File: config.mk
export PLATFORM = sky130hd
export DESIGN_NAME = date_to_epoch_seconds_tz
export DESIGN_NICKNAME = d
export VERILOG_FILES = /design/src/sv/dtes_pkg.sv /design/src/sv/date_to_epoch_seconds_tz.sv /design/src/sv/dtes_ctrl.sv /design/src/sv/dtes_dpath.sv
export SDC_FILE = /design/constraint.sdc
export NUM_CORES = 1
export LEC_CHECK = 0
export ABC_AREA = 1
export ABC_CLOCK_PERIOD_IN_PS = 7000
export BUFFER_PORTS_ARGS = -buffer_cell sky130_fd_sc_hd__buf_4
export CAP_MARGIN = 20
export CELL_PAD_IN_SITES_DETAIL_PLACEMENT = 0
export CELL_PAD_IN_SITES_GLOBAL_PLACEMENT = 1
export CORE_MARGIN = 3
export CORE_UTILIZATION = 49
export CTS_CLUSTER_SIZE = 25
export DETAILED_ROUTE_END_ITERATION = 8
export PLACE_DENSITY_LB_ADDON = 0.1
export SLEW_MARGIN = 20
export SYNTH_ARGS = -nofsm -noshare
export SYNTH_HDL_FRONTEND = slang
export SYNTH_HIERARCHICAL = 1
export SYNTH_SLANG_ARGS = --single-unit
File: constraint.sdc
create_clock -name clk -period 7 [get_ports clk]
set_input_delay 0 -clock clk [delete_from_list [all_inputs] [get_ports clk]]
set_output_delay 0 -clock clk [all_outputs]
set_load 0.02 [all_outputs]
File: src/sv/dtes_pkg.sv
package dtes_pkg;

	localparam logic [11:0] EpochYear   = 12'd1970;
	localparam logic [6:0]  EpochMod100 = 7'd70;
	localparam logic [8:0]  EpochMod400 = 9'd370;
	localparam logic [6:0]  Last100     = 7'd99;
	localparam logic [8:0]  Last400     = 9'd399;
	localparam logic [8:0]  DaysLeap    = 9'd366;
	localparam logic [8:0]  DaysCommon  = 9'd365;
	localparam logic [3:0]  MonthFeb    = 4'd2;
	localparam logic [3:0]  MonthLast   = 4'd12;

	// Reciprocal of 100 scaled by 2^19, exact for four-digit years.
	localparam logic [12:0] Recip100    = 13'd5243;
	localparam int          RecipShift  = 19;
	localparam logic [6:0]  Hundred     = 7'd100;

	localparam logic signed [17:0] SecPerDay  = 18'sd86400;
	localparam logic [11:0]        SecPerHour = 12'd3600;
	localparam logic [5:0]         SecPerMin  = 6'd60;

	localparam logic [2:0] ZoneUtc  = 3'd0;
	localparam logic [2:0] ZoneCet  = 3'd1;
	localparam logic [2:0] ZoneEst  = 3'd2;
	localparam logic [2:0] ZonePst  = 3'd3;
	localparam logic [2:0] ZoneJst  = 3'd4;
	localparam logic [2:0] ZoneAest = 3'd5;

	typedef enum logic [3:0] {
		ST_IDLE,
		ST_YEAR,
		ST_MONTH,
		ST_DAY,
		ST_MUL,
		ST_HOUR,
		ST_MINUTE,
		ST_SECOND,
		ST_ZONE,
		ST_DONE
	} state_t;

	typedef enum logic [3:0] {
		OP_NONE,
		OP_LOAD,
		OP_ADD,
		OP_DAY,
		OP_MUL,
		OP_HOUR,
		OP_MINUTE,
		OP_SECOND,
		OP_ZONE,
		OP_OUT
	} op_t;

	typedef struct packed {
		op_t        op;
		logic [8:0] days;
	} ctl_t;

	function automatic logic [4:0] month_len(input logic [3:0] m);
		logic [4:0] len;
		unique case (m)
			4'd2:                      len = 5'd28;
			4'd4, 4'd6, 4'd9, 4'd11:   len = 5'd30;
			4'd1, 4'd3, 4'd5, 4'd7, 4'd8, 4'd10, 4'd12: len = 5'd31;
			default:                   len = 5'd0;
		endcase
		return len;
	endfunction

	function automatic logic summer_of(input logic [2:0] z, input logic [3:0] m,
			input logic [4:0] d);
		logic eu;
		logic us;
		logic au;
		logic s;
		eu = (m >= 4'd3) && (m <= 4'd10) &&
			(((m > 4'd3) && (m < 4'd10)) || ((m == 4'd3) ? (d >= 5'd25) : (d < 5'd25)));
		us = (m >= 4'd3) && (m <= 4'd11) &&
			(((m > 4'd3) && (m < 4'd11)) || ((m == 4'd3) ? (d >= 5'd8) : (d < 5'd7)));
		au = (m < 4'd4) || (m > 4'd9) || ((m == 4'd4) && (d < 5'd7));
		unique case (z)
			ZoneCet:          s = eu;
			ZoneEst, ZonePst: s = us;
			ZoneAest:         s = au;
			default:          s = 1'b0;
		endcase
		return s;
	endfunction

	function automatic logic signed [16:0] zone_offset(input logic [2:0] z, input logic s);
		logic signed [16:0] off;
		unique case (z)
			ZoneUtc:  off = 17'sd0;
			ZoneCet:  off = s ? 17'sd7200 : 17'sd3600;
			ZoneEst:  off = s ? -17'sd14400 : -17'sd18000;
			ZonePst:  off = s ? -17'sd25200 : -17'sd28800;
			ZoneJst:  off = 17'sd32400;
			ZoneAest: off = s ? 17'sd39600 : 17'sd36000;
			default:  off = 17'sd0;
		endcase
		return off;
	endfunction

endpackage

File: src/sv/date_to_epoch_seconds_tz.sv
// Calendar date and time to seconds since 1970-01-01 with a zone offset added.
// Input channel: item_valid / item_stall carry one word of sec, minute_of_hour,
// hour_of_day, day_of_month, month_of_year, full_year and zone.
// Output channel: result_valid / result_stall carry epoch_seconds (33-bit two's
// complement) and dst_active, one word for each input word, in order.
// One adder walks the year, then month, then day, hour, minute, second and
// zone terms, one per cycle; the day count is scaled by 86400 before the hour
// term. The year walk covers full_year - 1970 years (none for earlier years)
// and the month walk at most 12 earlier months.
// item_stall is high from acceptance until the result is loaded into the
// output register, so one word is in work at a time.
// When the receiver stalls, the result holds in the output register; the
// next word is still accepted and waits at its end until the register frees.
// Reset clears the sequencer and result_valid; the other registers are not reset.
module date_to_epoch_seconds_tz import dtes_pkg::*; (
	input  logic               clk,
	input  logic               arst_n,
	input  logic               item_valid,
	output logic               item_stall,
	input  logic [5:0]         sec,
	input  logic [5:0]         minute_of_hour,
	input  logic [4:0]         hour_of_day,
	input  logic [4:0]         day_of_month,
	input  logic [3:0]         month_of_year,
	input  logic [11:0]        full_year,
	input  logic [2:0]         zone,
	output logic               result_valid,
	input  logic               result_stall,
	output logic signed [32:0] epoch_seconds,
	output logic               dst_active
);

	ctl_t ctl;

	dtes_ctrl u_ctrl (
		.clk           (clk),
		.arst_n        (arst_n),
		.item_valid    (item_valid),
		.full_year     (full_year),
		.month_of_year (month_of_year),
		.result_stall  (result_stall),
		.item_stall    (item_stall),
		.result_valid  (result_valid),
		.ctl           (ctl)
	);

	dtes_dpath u_dpath (
		.clk            (clk),
		.ctl            (ctl),
		.sec            (sec),
		.minute_of_hour (minute_of_hour),
		.hour_of_day    (hour_of_day),
		.day_of_month   (day_of_month),
		.month_of_year  (month_of_year),
		.zone           (zone),
		.epoch_seconds  (epoch_seconds),
		.dst_active     (dst_active)
	);

endmodule

File: src/sv/dtes_ctrl.sv
module dtes_ctrl import dtes_pkg::*; (
	input  logic        clk,
	input  logic        arst_n,
	input  logic        item_valid,
	input  logic [11:0] full_year,
	input  logic [3:0]  month_of_year,
	input  logic        result_stall,
	output logic        item_stall,
	output logic        result_valid,
	output ctl_t        ctl
);

	state_t      state_q;
	state_t      state_nxt;
	logic [11:0] yr_q;
	logic [3:0]  mo_q;
	logic [11:0] y_q;
	logic [6:0]  c100_q;
	logic [8:0]  c400_q;
	logic [5:0]  cent_q;
	logic [3:0]  m_q;
	logic        leap_yr_q;
	logic        result_valid_q;
	logic [24:0] recip;
	logic [12:0] cent_x100;
	logic        leap_y;
	logic        leap_yr;
	logic        year_go;
	logic        month_go;
	logic        out_free;

	assign recip     = full_year * Recip100;
	assign cent_x100 = cent_q * Hundred;
	assign leap_y    = ((y_q[1:0] == 2'd0) && (c100_q != 7'd0)) || (c400_q == 9'd0);
	assign leap_yr   = (yr_q[1:0] == 2'd0) &&
		((cent_x100 != {1'b0, yr_q}) || (cent_q[1:0] == 2'd0));
	assign year_go   = y_q < yr_q;
	assign month_go  = (m_q < mo_q) && (m_q <= MonthLast);
	assign out_free  = !result_valid_q || !result_stall;

	always_comb begin
		state_nxt = state_q;
		unique case (state_q)
			ST_IDLE:   if (item_valid) state_nxt = ST_YEAR;
			ST_YEAR:   if (!year_go) state_nxt = ST_MONTH;
			ST_MONTH:  if (!month_go) state_nxt = ST_DAY;
			ST_DAY:    state_nxt = ST_MUL;
			ST_MUL:    state_nxt = ST_HOUR;
			ST_HOUR:   state_nxt = ST_MINUTE;
			ST_MINUTE: state_nxt = ST_SECOND;
			ST_SECOND: state_nxt = ST_ZONE;
			ST_ZONE:   state_nxt = ST_DONE;
			ST_DONE:   if (out_free) state_nxt = ST_IDLE;
			default:   state_nxt = ST_IDLE;
		endcase
	end

	always_comb begin
		ctl.op   = OP_NONE;
		ctl.days = '0;
		unique case (state_q)
			ST_IDLE:   if (item_valid) ctl.op = OP_LOAD;
			ST_YEAR: begin
				if (year_go) begin
					ctl.op   = OP_ADD;
					ctl.days = leap_y ? DaysLeap : DaysCommon;
				end
			end
			ST_MONTH: begin
				if (month_go) begin
					ctl.op   = OP_ADD;
					ctl.days = {4'd0, month_len(m_q)} +
						{8'd0, (m_q == MonthFeb) && leap_yr_q};
				end
			end
			ST_DAY:    ctl.op = OP_DAY;
			ST_MUL:    ctl.op = OP_MUL;
			ST_HOUR:   ctl.op = OP_HOUR;
			ST_MINUTE: ctl.op = OP_MINUTE;
			ST_SECOND: ctl.op = OP_SECOND;
			ST_ZONE:   ctl.op = OP_ZONE;
			ST_DONE:   if (out_free) ctl.op = OP_OUT;
			default:   ctl.op = OP_NONE;
		endcase
	end

	assign item_stall   = state_q != ST_IDLE;
	assign result_valid = result_valid_q;

	always_ff @(posedge clk or negedge arst_n) begin
		if (!arst_n) begin
			state_q        <= ST_IDLE;
			result_valid_q <= 1'b0;
		end else begin
			state_q <= state_nxt;
			if (ctl.op == OP_OUT) begin
				result_valid_q <= 1'b1;
			end else if (!result_stall) begin
				result_valid_q <= 1'b0;
			end
		end
	end

	always_ff @(posedge clk) begin
		unique case (state_q)
			ST_IDLE: begin
				yr_q   <= full_year;
				mo_q   <= month_of_year;
				y_q    <= EpochYear;
				c100_q <= EpochMod100;
				c400_q <= EpochMod400;
				cent_q <= recip[RecipShift +: 6];
			end
			ST_YEAR: begin
				leap_yr_q <= leap_yr;
				m_q       <= 4'd1;
				if (year_go) begin
					y_q    <= y_q + 12'd1;
					c100_q <= (c100_q == Last100) ? 7'd0 : c100_q + 7'd1;
					c400_q <= (c400_q == Last400) ? 9'd0 : c400_q + 9'd1;
				end
			end
			ST_MONTH: if (month_go) m_q <= m_q + 4'd1;
			default: begin
			end
		endcase
	end

endmodule

File: src/sv/dtes_dpath.sv
module dtes_dpath import dtes_pkg::*; (
	input  logic               clk,
	input  ctl_t               ctl,
	input  logic [5:0]         sec,
	input  logic [5:0]         minute_of_hour,
	input  logic [4:0]         hour_of_day,
	input  logic [4:0]         day_of_month,
	input  logic [3:0]         month_of_year,
	input  logic [2:0]         zone,
	output logic signed [32:0] epoch_seconds,
	output logic               dst_active
);

	logic [5:0]         sec_q;
	logic [5:0]         min_q;
	logic [4:0]         hour_q;
	logic [4:0]         day_q;
	logic signed [16:0] off_q;
	logic               summer_q;
	logic signed [32:0] acc_q;
	logic signed [32:0] epoch_q;
	logic               dst_q;
	logic               summer_in;
	logic signed [32:0] addend;
	logic signed [39:0] product;
	logic [16:0]        hour_secs;
	logic [11:0]        min_secs;

	assign summer_in = summer_of(zone, month_of_year, day_of_month);
	assign hour_secs = hour_q * SecPerHour;
	assign min_secs  = min_q * SecPerMin;
	assign product   = $signed(acc_q[21:0]) * SecPerDay;

	always_comb begin
		unique case (ctl.op)
			OP_ADD:    addend = {24'd0, ctl.days};
			OP_DAY:    addend = $signed({28'd0, day_q}) - 33'sd1;
			OP_HOUR:   addend = {16'd0, hour_secs};
			OP_MINUTE: addend = {21'd0, min_secs};
			OP_SECOND: addend = {27'd0, sec_q};
			OP_ZONE:   addend = {{16{off_q[16]}}, off_q};
			default:   addend = '0;
		endcase
	end

	always_ff @(posedge clk) begin
		unique case (ctl.op)
			OP_LOAD: begin
				sec_q    <= sec;
				min_q    <= minute_of_hour;
				hour_q   <= hour_of_day;
				day_q    <= day_of_month;
				summer_q <= summer_in;
				off_q    <= zone_offset(zone, summer_in);
				acc_q    <= '0;
			end
			OP_MUL: acc_q <= product[32:0];
			OP_OUT: begin
				epoch_q <= acc_q;
				dst_q   <= summer_q;
			end
			OP_ADD, OP_DAY, OP_HOUR, OP_MINUTE, OP_SECOND, OP_ZONE: acc_q <= acc_q + addend;
			default: begin
			end
		endcase
	end

	assign epoch_seconds = epoch_q;
	assign dst_active    = dst_q;

endmodule

# ---- Yosys cells after proc, flatten, opt, wreduce, memory -nomap -nowiden
# Memories as Yosys holds them, arrays and structs flattened. A register that Yosys moved wholly into a read port is not among the register bits.
# Cells that the tools add are included.
dict set report word_totals {
  inputBits 45
  mem_bits_ro 80
  elab_cells 155
  output_inout_bits 36
  ff_bits 167
  n_memories 1
}
dict set report op_classes {
  mul 5
  n_reduce_logical 35
  muxes 37
  order_cmp 15
  n_eq_ne 36
  n_addsub 7
}
# name words width read_ports rd_clocked_by_memory_dff wr line
set memory_table {}
lappend memory_table {{(no name shown)} 16 5 1 1 0 dtes_pkg.sv:62} ;# unique case (m)
# op count
set ops {}
lappend ops {{case mux 33 bit (6 select lines)} 1}
lappend ops {{case mux 33 bit (3 select lines)} 1}
lappend ops {{case mux 17 bit (5 select lines)} 1}
lappend ops {{case mux 4 bit (10 select lines)} 2}
lappend ops {{2-to-1 mux 13 bit} 3}
lappend ops {{== test 4 x 3 -> 1 bit (second input constant)} 9}
lappend ops {{case mux 9 bit (2 select lines)} 2}
lappend ops {{adder 33 bit} 1}
lappend ops {{2-to-1 mux 4 bit} 7}
lappend ops {{multiplier 22 x 11 -> 26 bit (second input constant)} 1}
lappend ops {{multiplier 12 x 13 -> 25 bit (second input constant)} 1}
lappend ops {{== test 4 x 2 -> 1 bit (second input constant)} 6}
lappend ops {{case mux 12 bit (2 select lines)} 1}
lappend ops {{2-to-1 mux 11 bit} 2}
lappend ops {{2-to-1 mux 9 bit} 2}
lappend ops {{== test 4 bit (second input constant)} 4}
lappend ops {{2-to-1 mux 15 bit} 1}
lappend ops {{2-to-1 mux 7 bit} 2}
lappend ops {{case mux 7 bit (2 select lines)} 1}
lappend ops {{multiplier 5 x 8 -> 13 bit (second input constant)} 1}
lappend ops {{inequality test 13 x 12 -> 1 bit} 1}
lappend ops {{adder 12 x 1 -> 12 bit (second input constant)} 1}
lappend ops {{<= comparator 4 bit (second input constant)} 3}
lappend ops {{< comparator 12 bit} 1}
lappend ops {{45 further kinds} 80}

# ---- Logic depth before layout (Yosys ltp)
# Gate-level depths: netlist (run 1).
dict set report logic_depth {
  word_depth 11
  depth_mapped 30
  ltp_nobuf 30
}

# ---- Cells and area by module
# The synthesis (run 1) kept the hierarchy.
# mod area_per_inst_um2 seq_area_each_um2 instances cells_each
set by_module_without_submodules {}
lappend by_module_without_submodules {dtes_dpath 10930.5 3062.9 1 1360}
lappend by_module_without_submodules {dtes_ctrl 7085.5 1836.8 1 830}

# ---- Worst setup path after synthesis (run 1)
# Ideal clock, no wire load.
dict set report synth_timing {
  path_type {register to register}
  from {register u_ctrl.state_q[3]}
  to {register u_dpath.acc_q[0] (enable)}
  synth_period_minus_slack_ns 4.938
  setup_ns 0.391
  slack_ns 2.062
  n_path_buf 0
  stages_incl_launch_ff 10
  required_time_ns 6.609
  arrival_ns 4.548
  path_cell_list {dfrtp_1 inv_2 nand2_1 nor2_1 nand2_1 nand3_1 nand2_2 nor2_1 nor2_1 nand2_1}
}
# element line
set synth_rtl {}
lappend synth_rtl {{start: declaration} dtes_ctrl.sv:13} ;# state_t state_q;
lappend synth_rtl {{start signal: assignment} dtes_ctrl.sv:95} ;# state_q <= state_nxt;
lappend synth_rtl {{end signal: assignment} dtes_dpath.sv:57} ;# OP_MUL: acc_q <= product[32:0];
lappend synth_rtl {{end signal: assignment} dtes_dpath.sv:62} ;# OP_ADD, OP_DAY, OP_HOUR, OP_MINUTE, OP_SECOND, OP_ZONE: acc_q <= acc_q + addend;
lappend synth_rtl {{end: declaration} dtes_dpath.sv:20} ;# logic signed [32:0] acc_q;

==> flow_summary.yaml, run 1 <==
outcome:
  outcome: "finished, final reports clean"
sta:
  tightestPinTransition_ps: 1046
  rsz0062_at_grt: "no"
  final_number_of_setup_violating_endpoints: 0
  hold_viol: 0
  final.setup.tns_ps: 0
  finalCriticalPeriod_ps: 5088
  timing.fmax_mhz: 196.5
  worst_clock_skew_ps: 15.08
  layout_worst_path_cycle_share_pct: 72.69
  worst_slew_margin_rel_pct: 30.25
  timing.final.max_slew_violations: 0
finish:
  nets: 2764
  nFillCells: 3376
  area.growth.synth_to_final_pct: 12.23
  layout-drive-gt1-share_pct: 7.528
  antennaDiodeCount: 0
placement:
  place.gp.congestion: 0.9204
  placement.io_buffers: 80
  detailed_place_hpwl_um: 37740
synthesis:
  yosys.area.top_type_share_pct: 26.17
  yosysUniqueCellTypes: 59
  netlist_area_sq_um: 18020
  synth.largest_area_cell: "edfxtp_1"
  yosys.area_share.simple_pct: 20.47
  synthesis.instances: 2190
  synth-seq-cells: 165
  synth_xor_area_share_pct: 1.604
  synthesized_area_fraction_occupied_by_ao_oa_aoi_and_oai_cells_pct: 8.966
  synth_sequential_area_ratio_pct: 27.20
  postSynthAreaPerCell_sq_um: 8.226
  post_synth_main_area_contributors: "edfxtp_1 (26%), ha_1 (20%), fa_1 (12%)"
  synth_warnings: 6
  synth_nets: 2629
  post_synth_mux_area_share_pct: 0
  synth-adder-area-share_pct: 31.78
  synth_top_family_by_area: "adder cells"
floorplan:
  die_height_um: 197.8
  boundaryPins: 81
  design.die.area_sq_um: 39110
  initial_core_util_pct: 50.16
  floorplan.die.width_um: 197.8
  fp-row-count: 69
  core-area_sq_um: 35910
clock_tree:
  clock_latency_ps: 440
  cts_made_buffers: 17
  clockBufferDepth: 2
  ctsResizeCount: 0
  cts-root-buf: "clkbuf_16"
  postCtsSetupRepairBufs: 0
  htree_levels: 4
  cts_tree: "built"
  hold_buffers_post_cts: 43
  clock_sinks: 165
  worst_setup_hold_path_clk_slew_ps: 70
drt:
  final_routed_wirelength_um: 45900
  avgViaCountPerCell: 5.244
  first_pass_iters: 5
  dr.first_iter.drc_count: 789
  antenna_left: 0
  detail_route.wl_per_cell_um: 16.40
  total_drc_errors_in_the_routed_layout: 0
  routed-via-count: 14677
hold_path:
  min-delay-path-class: "in -> reg"
  hold_path_depth: 4
  hp-start: "zone[2]"
critical_path:
  timing.critical_path.mode_cell: "nand2_1"
  crit_required_ps: 7190
  critical_path.cell_chain: "inv_2 > nand2_1 > nor3_4 > inv_2 > nor3_2 > nand2_2 > nand3_1 > nand2_1 > nor2_4 > nand3_2 > o21ai_2 > inv_1 > o2111ai_1 > ha_1 > a21oi_1 > o21ai_0 > a21oi_1 > nand2_1 > nand2_1 > nand3b_1 > nand3_1 > nand2_1"
  critPathLaunch: "u_ctrl/state_q[3]"
  crit_path_max_fanout: 18
  startpoint_type: "flop"
  slowest_stage: "nor3_4"
  critical-path-top-delay-family: "simple AND/OR/NAND/NOR gates"
  worst-path-buf-inv: 3
  crit-reg2reg-launch: "u_ctrl/state_q[3]"
  cp_slowest_stage_delay_ps: 500
  worst-setup-path-type: "reg -> reg"
  r2r_cells: 22
  worstSetupPathDepth: 22
  critical_path.endpoint_type: "flop"
  arrival_ps: 5280
global_routing:
  first_global_vias: 14666
  wire_length_of_the_first_global_routing_pass_um: 75180
  grt_overflow: 0
  antenna_found_initial: 0
  gr-usage-all-layers_pct: 24.26
  largest_net_degree_at_the_start_of_global_routing: 37
flow_run:
  max-cap-violations: 0
metal layers:
metal | wire length (um) | global-route usage [%] | up-vias
li1 | - | - | 7447
met1 | 21350 | 32.13 | 6939
met2 | 22280 | 42.66 | 247
met3 | 1346 | 2.688 | 44
met4 | 914 | 6.107 | 0
met5 | 0 | 0 | -
synth_stat cells, drive strengths merged:
cell / number
nor3b: 7
o41ai: 1
o211ai: 5
o22ai: 3
nand4: 37
a21oi: 140
dfrtp: 5
and2: 2
nor2: 151
a22o: 1
a31oi: 4
a21o: 10
o2111ai: 2
nand3b: 13
o21a: 2
xor2: 23
dfxtp: 3
inv: 460
buf: 7
or2: 10
clkbuf: 4
nand3: 117
and3: 1
clkinv: 1
o31ai: 1
conb: 1
nand2: 460
ha: 288
o311ai: 1
a21boi: 3
nor3: 32
xnor2: 10
o21ai: 102
edfxtp: 157
nor4: 6
fa: 106
a221oi: 3
a32oi: 1
o21bai: 10
layout by cell type, fill, tap and decap left out, types with 10 or more instances in the layout:
master	netlist	routed
ha_1	288	288
o21ai_0	87	87
clkbuf_16	0	17
dlygate4sd3_1	0	43
xnor2_1	10	10
nand2_1	448	448
nand3b_1	13	13
nand3_1	113	113
a21o_1	10	10
o21ai_1	11	11
buf_4	3	84
xor2_1	23	23
nor3_1	28	27
a21oi_1	134	134
inv_1	446	446
nand4_1	36	36
edfxtp_1	157	157
nor2_1	147	145
inv_2	14	14
fa_1	106	106
stage by stage:
| stage | worst slack, ps | std cells | area, sq um | util [%] | hold slack (ps) |
|---|---|---|---|---|---|
| global route | 1430 | 2799 | 20220 | 56.30 | 48.97 |
| floorplan | 2062 | 2190 | 18020 | - | -295.6 |
| finish | 1912 | 2799 | 20220 | 56.30 | 31.32 |
| global placement | 2111 | 2724 | 19170 | 53.39 | -189.9 |
| detailed placement | 2045 | 2724 | 19170 | 53.39 | -188.8 |
| CTS | 2014 | 2799 | 20220 | 56.30 | 8.236 |
flip-flops by register name, indices dropped and copies added, names as in the netlist, 5 cells and up, named ones only:
| name | cells |
|---|---|
| u_dpath/day_q | 5 |
| u_ctrl/cent_q | 6 |
| u_dpath/sec_q | 6 |
| u_dpath/hour_q | 5 |
| u_ctrl/y_q | 12 |
| u_dpath/epoch_seconds | 33 |
| u_dpath/acc_q | 33 |
| u_dpath/off_q | 12 |
| u_ctrl/c100_q | 7 |
| u_dpath/min_q | 6 |
| u_ctrl/c400_q | 9 |
| u_ctrl/yr_q | 12 |
cell families (layout without fill, tap and decap cells):
logic type | after synthesis | in the layout
simple gates | 836 | 836
buf+inv | 472 | 620
fa+ha+maj | 394 | 394
compound gates | 289 | 289
flops | 165 | 165
xor+xnor | 33 | 33
other cells | 1 | 1
worst reg2reg max path: stages (launching register included):
cell       delay, ps
dfrtp_1          420
inv_2            110
nand2_1          150
nor3_4           500
inv_2            280
nor3_2           250
nand2_2          170
nand3_1          170
nand2_1          150
nor2_4           210
nand3_2          140
o21ai_2          420
inv_1            170
o2111ai_1        170
ha_1             340
a21oi_1          310
o21ai_0          160
a21oi_1          150
nand2_1          180
nand2_1          140
nand3b_1          90
nand3_1          120
nand2_1           70
worst paths after layout:
check | to | slack (ps)
worst max-delay path | u_dpath/acc_q[23] | 1910
worst min-delay path | u_dpath/off_q[12] | 30
worst max register to register | u_dpath/acc_q[23] | 1910
worst min register to register | u_dpath/dst_active | 430
max in group asynchronous | u_ctrl/state_q[0] | 6290
min in group asynchronous | u_ctrl/state_q[1] | 500
layout make-up:
type | instances | area [sq um] | area share, %
Clock buffer | 20 | 456.7 | 2.259
Clock inverter | 12 | 157.7 | 0.7797
Inverter | 461 | 1730 | 8.558
Multi-Input combinational cell | 1553 | 11340 | 56.07
Sequential cell | 165 | 4900 | 24.23
Tap cell | 461 | 576.8 | 2.853
Timing Repair Buffer | 127 | 1061 | 5.248
Power of run 1 is left out: the tool's default activity adds up to more than one toggle a clock period on the data nets, which glitch-free logic cannot reach.
==> run 2, diff against run 1 <==
--- a/config.mk
+++ b/config.mk
@@ -5,14 +5,14 @@
 export SDC_FILE = /design/constraint.sdc
 export NUM_CORES = 1
 export LEC_CHECK = 0
-export ABC_AREA = 1
-export ABC_CLOCK_PERIOD_IN_PS = 7000
+export ABC_AREA = 0
+export ABC_CLOCK_PERIOD_IN_PS = 5100
 export BUFFER_PORTS_ARGS = -buffer_cell sky130_fd_sc_hd__buf_4
 export CAP_MARGIN = 20
 export CELL_PAD_IN_SITES_DETAIL_PLACEMENT = 0
 export CELL_PAD_IN_SITES_GLOBAL_PLACEMENT = 1
 export CORE_MARGIN = 3
-export CORE_UTILIZATION = 49
+export CORE_UTILIZATION = 51
 export CTS_CLUSTER_SIZE = 25
 export DETAILED_ROUTE_END_ITERATION = 8
 export PLACE_DENSITY_LB_ADDON = 0.1
==> constraint.sdc (replaced) <==
create_clock -name clk -period 5.1 [get_ports clk]
set_input_delay 0 -clock clk [delete_from_list [all_inputs] [get_ports clk]]
set_output_delay 0 -clock clk [all_outputs]
set_load 0.02 [all_outputs]
==> flow_summary.yaml, run 2 <==
critical_path:
  arrival_ps: 5370
  crit-reg2reg-launch: "u_ctrl/yr_q[1]"
  slowest_stage: "or4b_4"
  r2r_cells: 22
  worst_r2r_endpoint: "u_dpath/acc_q[32]"
  cp_slowest_stage_delay_ps: 560
  critical_path.cell_chain: "inv_1 > ha_1 > a21o_1 > a211o_1 > a2111oi_4 > nand2_2 > o311ai_4 > nand2_1 > or3_4 > or4b_4 > nand2_8 > buf_4 > ha_1 > a21o_1 > a31oi_1 > o31ai_2 > a221o_1 > a21o_1 > a221o_1 > a21oi_2 > xnor2_1 > o22ai_1"
  ff2ff_setup_slack_ps: -90
  critical-path-top-delay-family: "compound AO/OA/AOI/OAI gates"
  worst-path-buf-inv: 2
  worst-setup-path-type: "reg -> reg"
  startpoint_type: "flop"
  crit_path_max_fanout: 7
  critical_path.endpoint_type: "flop"
  timing.critical_path.mode_cell: "a21o_1"
  crit_required_ps: 5280
sta:
  final_number_of_setup_violating_endpoints: 5
  finalCriticalPeriod_ps: 5194
  finalWorstSetupSlack_ps: -94.36
  worst_clock_skew_ps: 14.71
  fin_worst_hold_slack_ps: 255.8
  timing.fmax_mhz: 192.5
  rsz0062_at_grt: "yes"
  layout_worst_path_cycle_share_pct: 101.9
  worst_slew_margin_rel_pct: 52.74
  tightestPinTransition_ps: 708.1
  hold_viol: 0
  timing.final.max_slew_violations: 0
synthesis:
  synth_warnings: 6
  synth.most_common_cell: "inv_1"
  synth-seq-cells: 165
  ys_dominant_reg_cell: "edfxtp_1"
  yosys.area.top_type_share_pct: 28.19
  netlist_area_sq_um: 16720
  synthesis.instances: 1651
  synth.cells.most_frequent: "inv_1 (294), ha_1 (288), edfxtp_1 (157), fa_1 (106), nor2_1 (80)"
  postSynthAreaPerCell_sq_um: 10.13
  synth_nets: 2090
  yosysUniqueCellTypes: 81
  synth_edf_count: 157
  post_synth_main_area_contributors: "edfxtp_1 (28%), ha_1 (22%), fa_1 (13%)"
  synthArstFlopShare_pct: 3.030
  synth.largest_area_cell: "edfxtp_1"
  synth_sequential_area_ratio_pct: 29.30
global_routing:
  antenna_found_initial: 0
  gr-usage-all-layers_pct: 23.03
  wire_length_of_the_first_global_routing_pass_um: 65360
  grt_overflow: 0
  first_global_vias: 12942
  largest_net_degree_at_the_start_of_global_routing: 36
finish:
  nFillCells: 2621
  area.growth.synth_to_final_pct: 23.30
  final_common_cell: "inv_1"
  nets: 2382
  multi_input_area_sq_um: 11030
  most-common-layout-cells: "inv_1 (293), ha_1 (281), buf_4 (256), edfxtp_1 (157), fa_1 (105)"
  layout-drive-gt1-share_pct: 19.17
  antennaDiodeCount: 0
  sequential_cell_area_sq_um: 4900
  post-route-util_pct: 64.52
  final_cell_count_no_fill: 2391
placement:
  pre_cts_slack_ps: -223.0
  placement.io_buffers: 80
  detailed_place_hpwl_um: 31790
  dp_cells: 2296
  place.gp.congestion: 0.9019
drt:
  total_drc_errors_in_the_routed_layout: 0
  avgViaCountPerCell: 5.292
  routed-via-count: 12652
  first_pass_iters: 5
  detail_route.wl_per_cell_um: 16.72
  antenna_left: 0
  final_routed_wirelength_um: 39980
  dr.first_iter.drc_count: 604
clock_tree:
  cts_tree: "built"
  clock_latency_ps: 460
  clockBufferDepth: 2
  htree_levels: 4
  worst_setup_hold_path_clk_slew_ps: 80
  cts_made_buffers: 17
  cts-root-buf: "clkbuf_16"
  clock_sinks: 165
hold_path:
  min_delay_worst_endpoint: "u_dpath/sec_q[2]"
  hp-start: "sec[2]"
  min-delay-path-class: "in -> reg"
  hold_path_depth: 2
floorplan:
  design.die.area_sq_um: 35000
  boundaryPins: 81
  core-area_sq_um: 31960
  die_height_um: 187.1
  initial_core_util_pct: 52.33
  fp-row-count: 65
  floorplan.die.width_um: 187.1
outcome:
  outcome: "complete, but fails checks"
  failed_checks: "negative setup slack"
flow_run:
  max-cap-violations: 0
## run 2: cell count changes in the layout (fill, tap and decap cells not counted), sizes merged, moves of 60 or more
cell   before  now
buf        84  261
inv       466  301
nand3     117   32
a21oi     140   80
nand2     460   77
nor2      151   80
## run 2: metrics by stage
stage	area, sq um	TNS [ps]
2_1_floorplan	16850	-389.3
3_3_place_gp	19090	-586.0
3_5_place_dp	19090	-1052
4_1_cts	20260	-376.6
5_1_grt	20620	-2852
6_report	20620	-254.2
## run 2: how the worst max path moves through the flow
stage / depth (start not counted) / endpoint / startpoint
6_report: 22 / u_dpath/acc_q[32] / u_ctrl/yr_q[1]
5_1_grt: 22 / u_dpath/acc_q[29] / u_ctrl/yr_q[1]
4_1_cts: 22 / u_dpath/acc_q[24] / u_ctrl/yr_q[1]
3_5_place_dp: 22 / u_dpath/acc_q[29] / u_ctrl/yr_q[1]
3_3_place_gp: 22 / u_dpath/acc_q[32] / u_ctrl/yr_q[1]
2_1_floorplan: 20 / u_dpath/acc_q[32] / u_ctrl/y_q[1]
## run 2: cell type report
class	count	area share, %
tap	435	2.639
multi-input combinational	1159	53.50
clock inverter	14	0.8131
clock buffer	18	2.081
inverter	294	5.352
timing repair buffer	306	11.86
sequential	165	23.76
## run 2: kinds of logic after synthesis
| kind of cell | count (synthesis) | share of synthesized area, % |
|---|---|---|
| adder cells (fa/ha/maj) | 394 | 34.23 |
| AO/OA/AOI/OAI | 338 | 13.78 |
| buffers and inverters | 327 | 7.406 |
| AND/OR/NAND/NOR | 307 | 8.970 |
| flip-flops | 165 | 29.30 |
| XOR/XNOR | 113 | 5.918 |
| multiplexers | 6 | 0.3741 |
| other | 1 | 0.02242 |
## run 2: repair_timing
action,4_1_cts,5_1_grt
gates resized for setup,11,60
hold buffers,45,0
endpoints found under the hold margin,51,0
setup buffers,8,9
setup endpoints to repair,14,24
pin swaps,21,47
cloned,0,0
## run 2: layer usage
metal,track usage (%),wire length [um]
met4,6.659,939
met5,0,0
met1,29.47,17660
met3,3.148,1001
met2,40.80,20370
Power of run 2 is left out for the same reason.
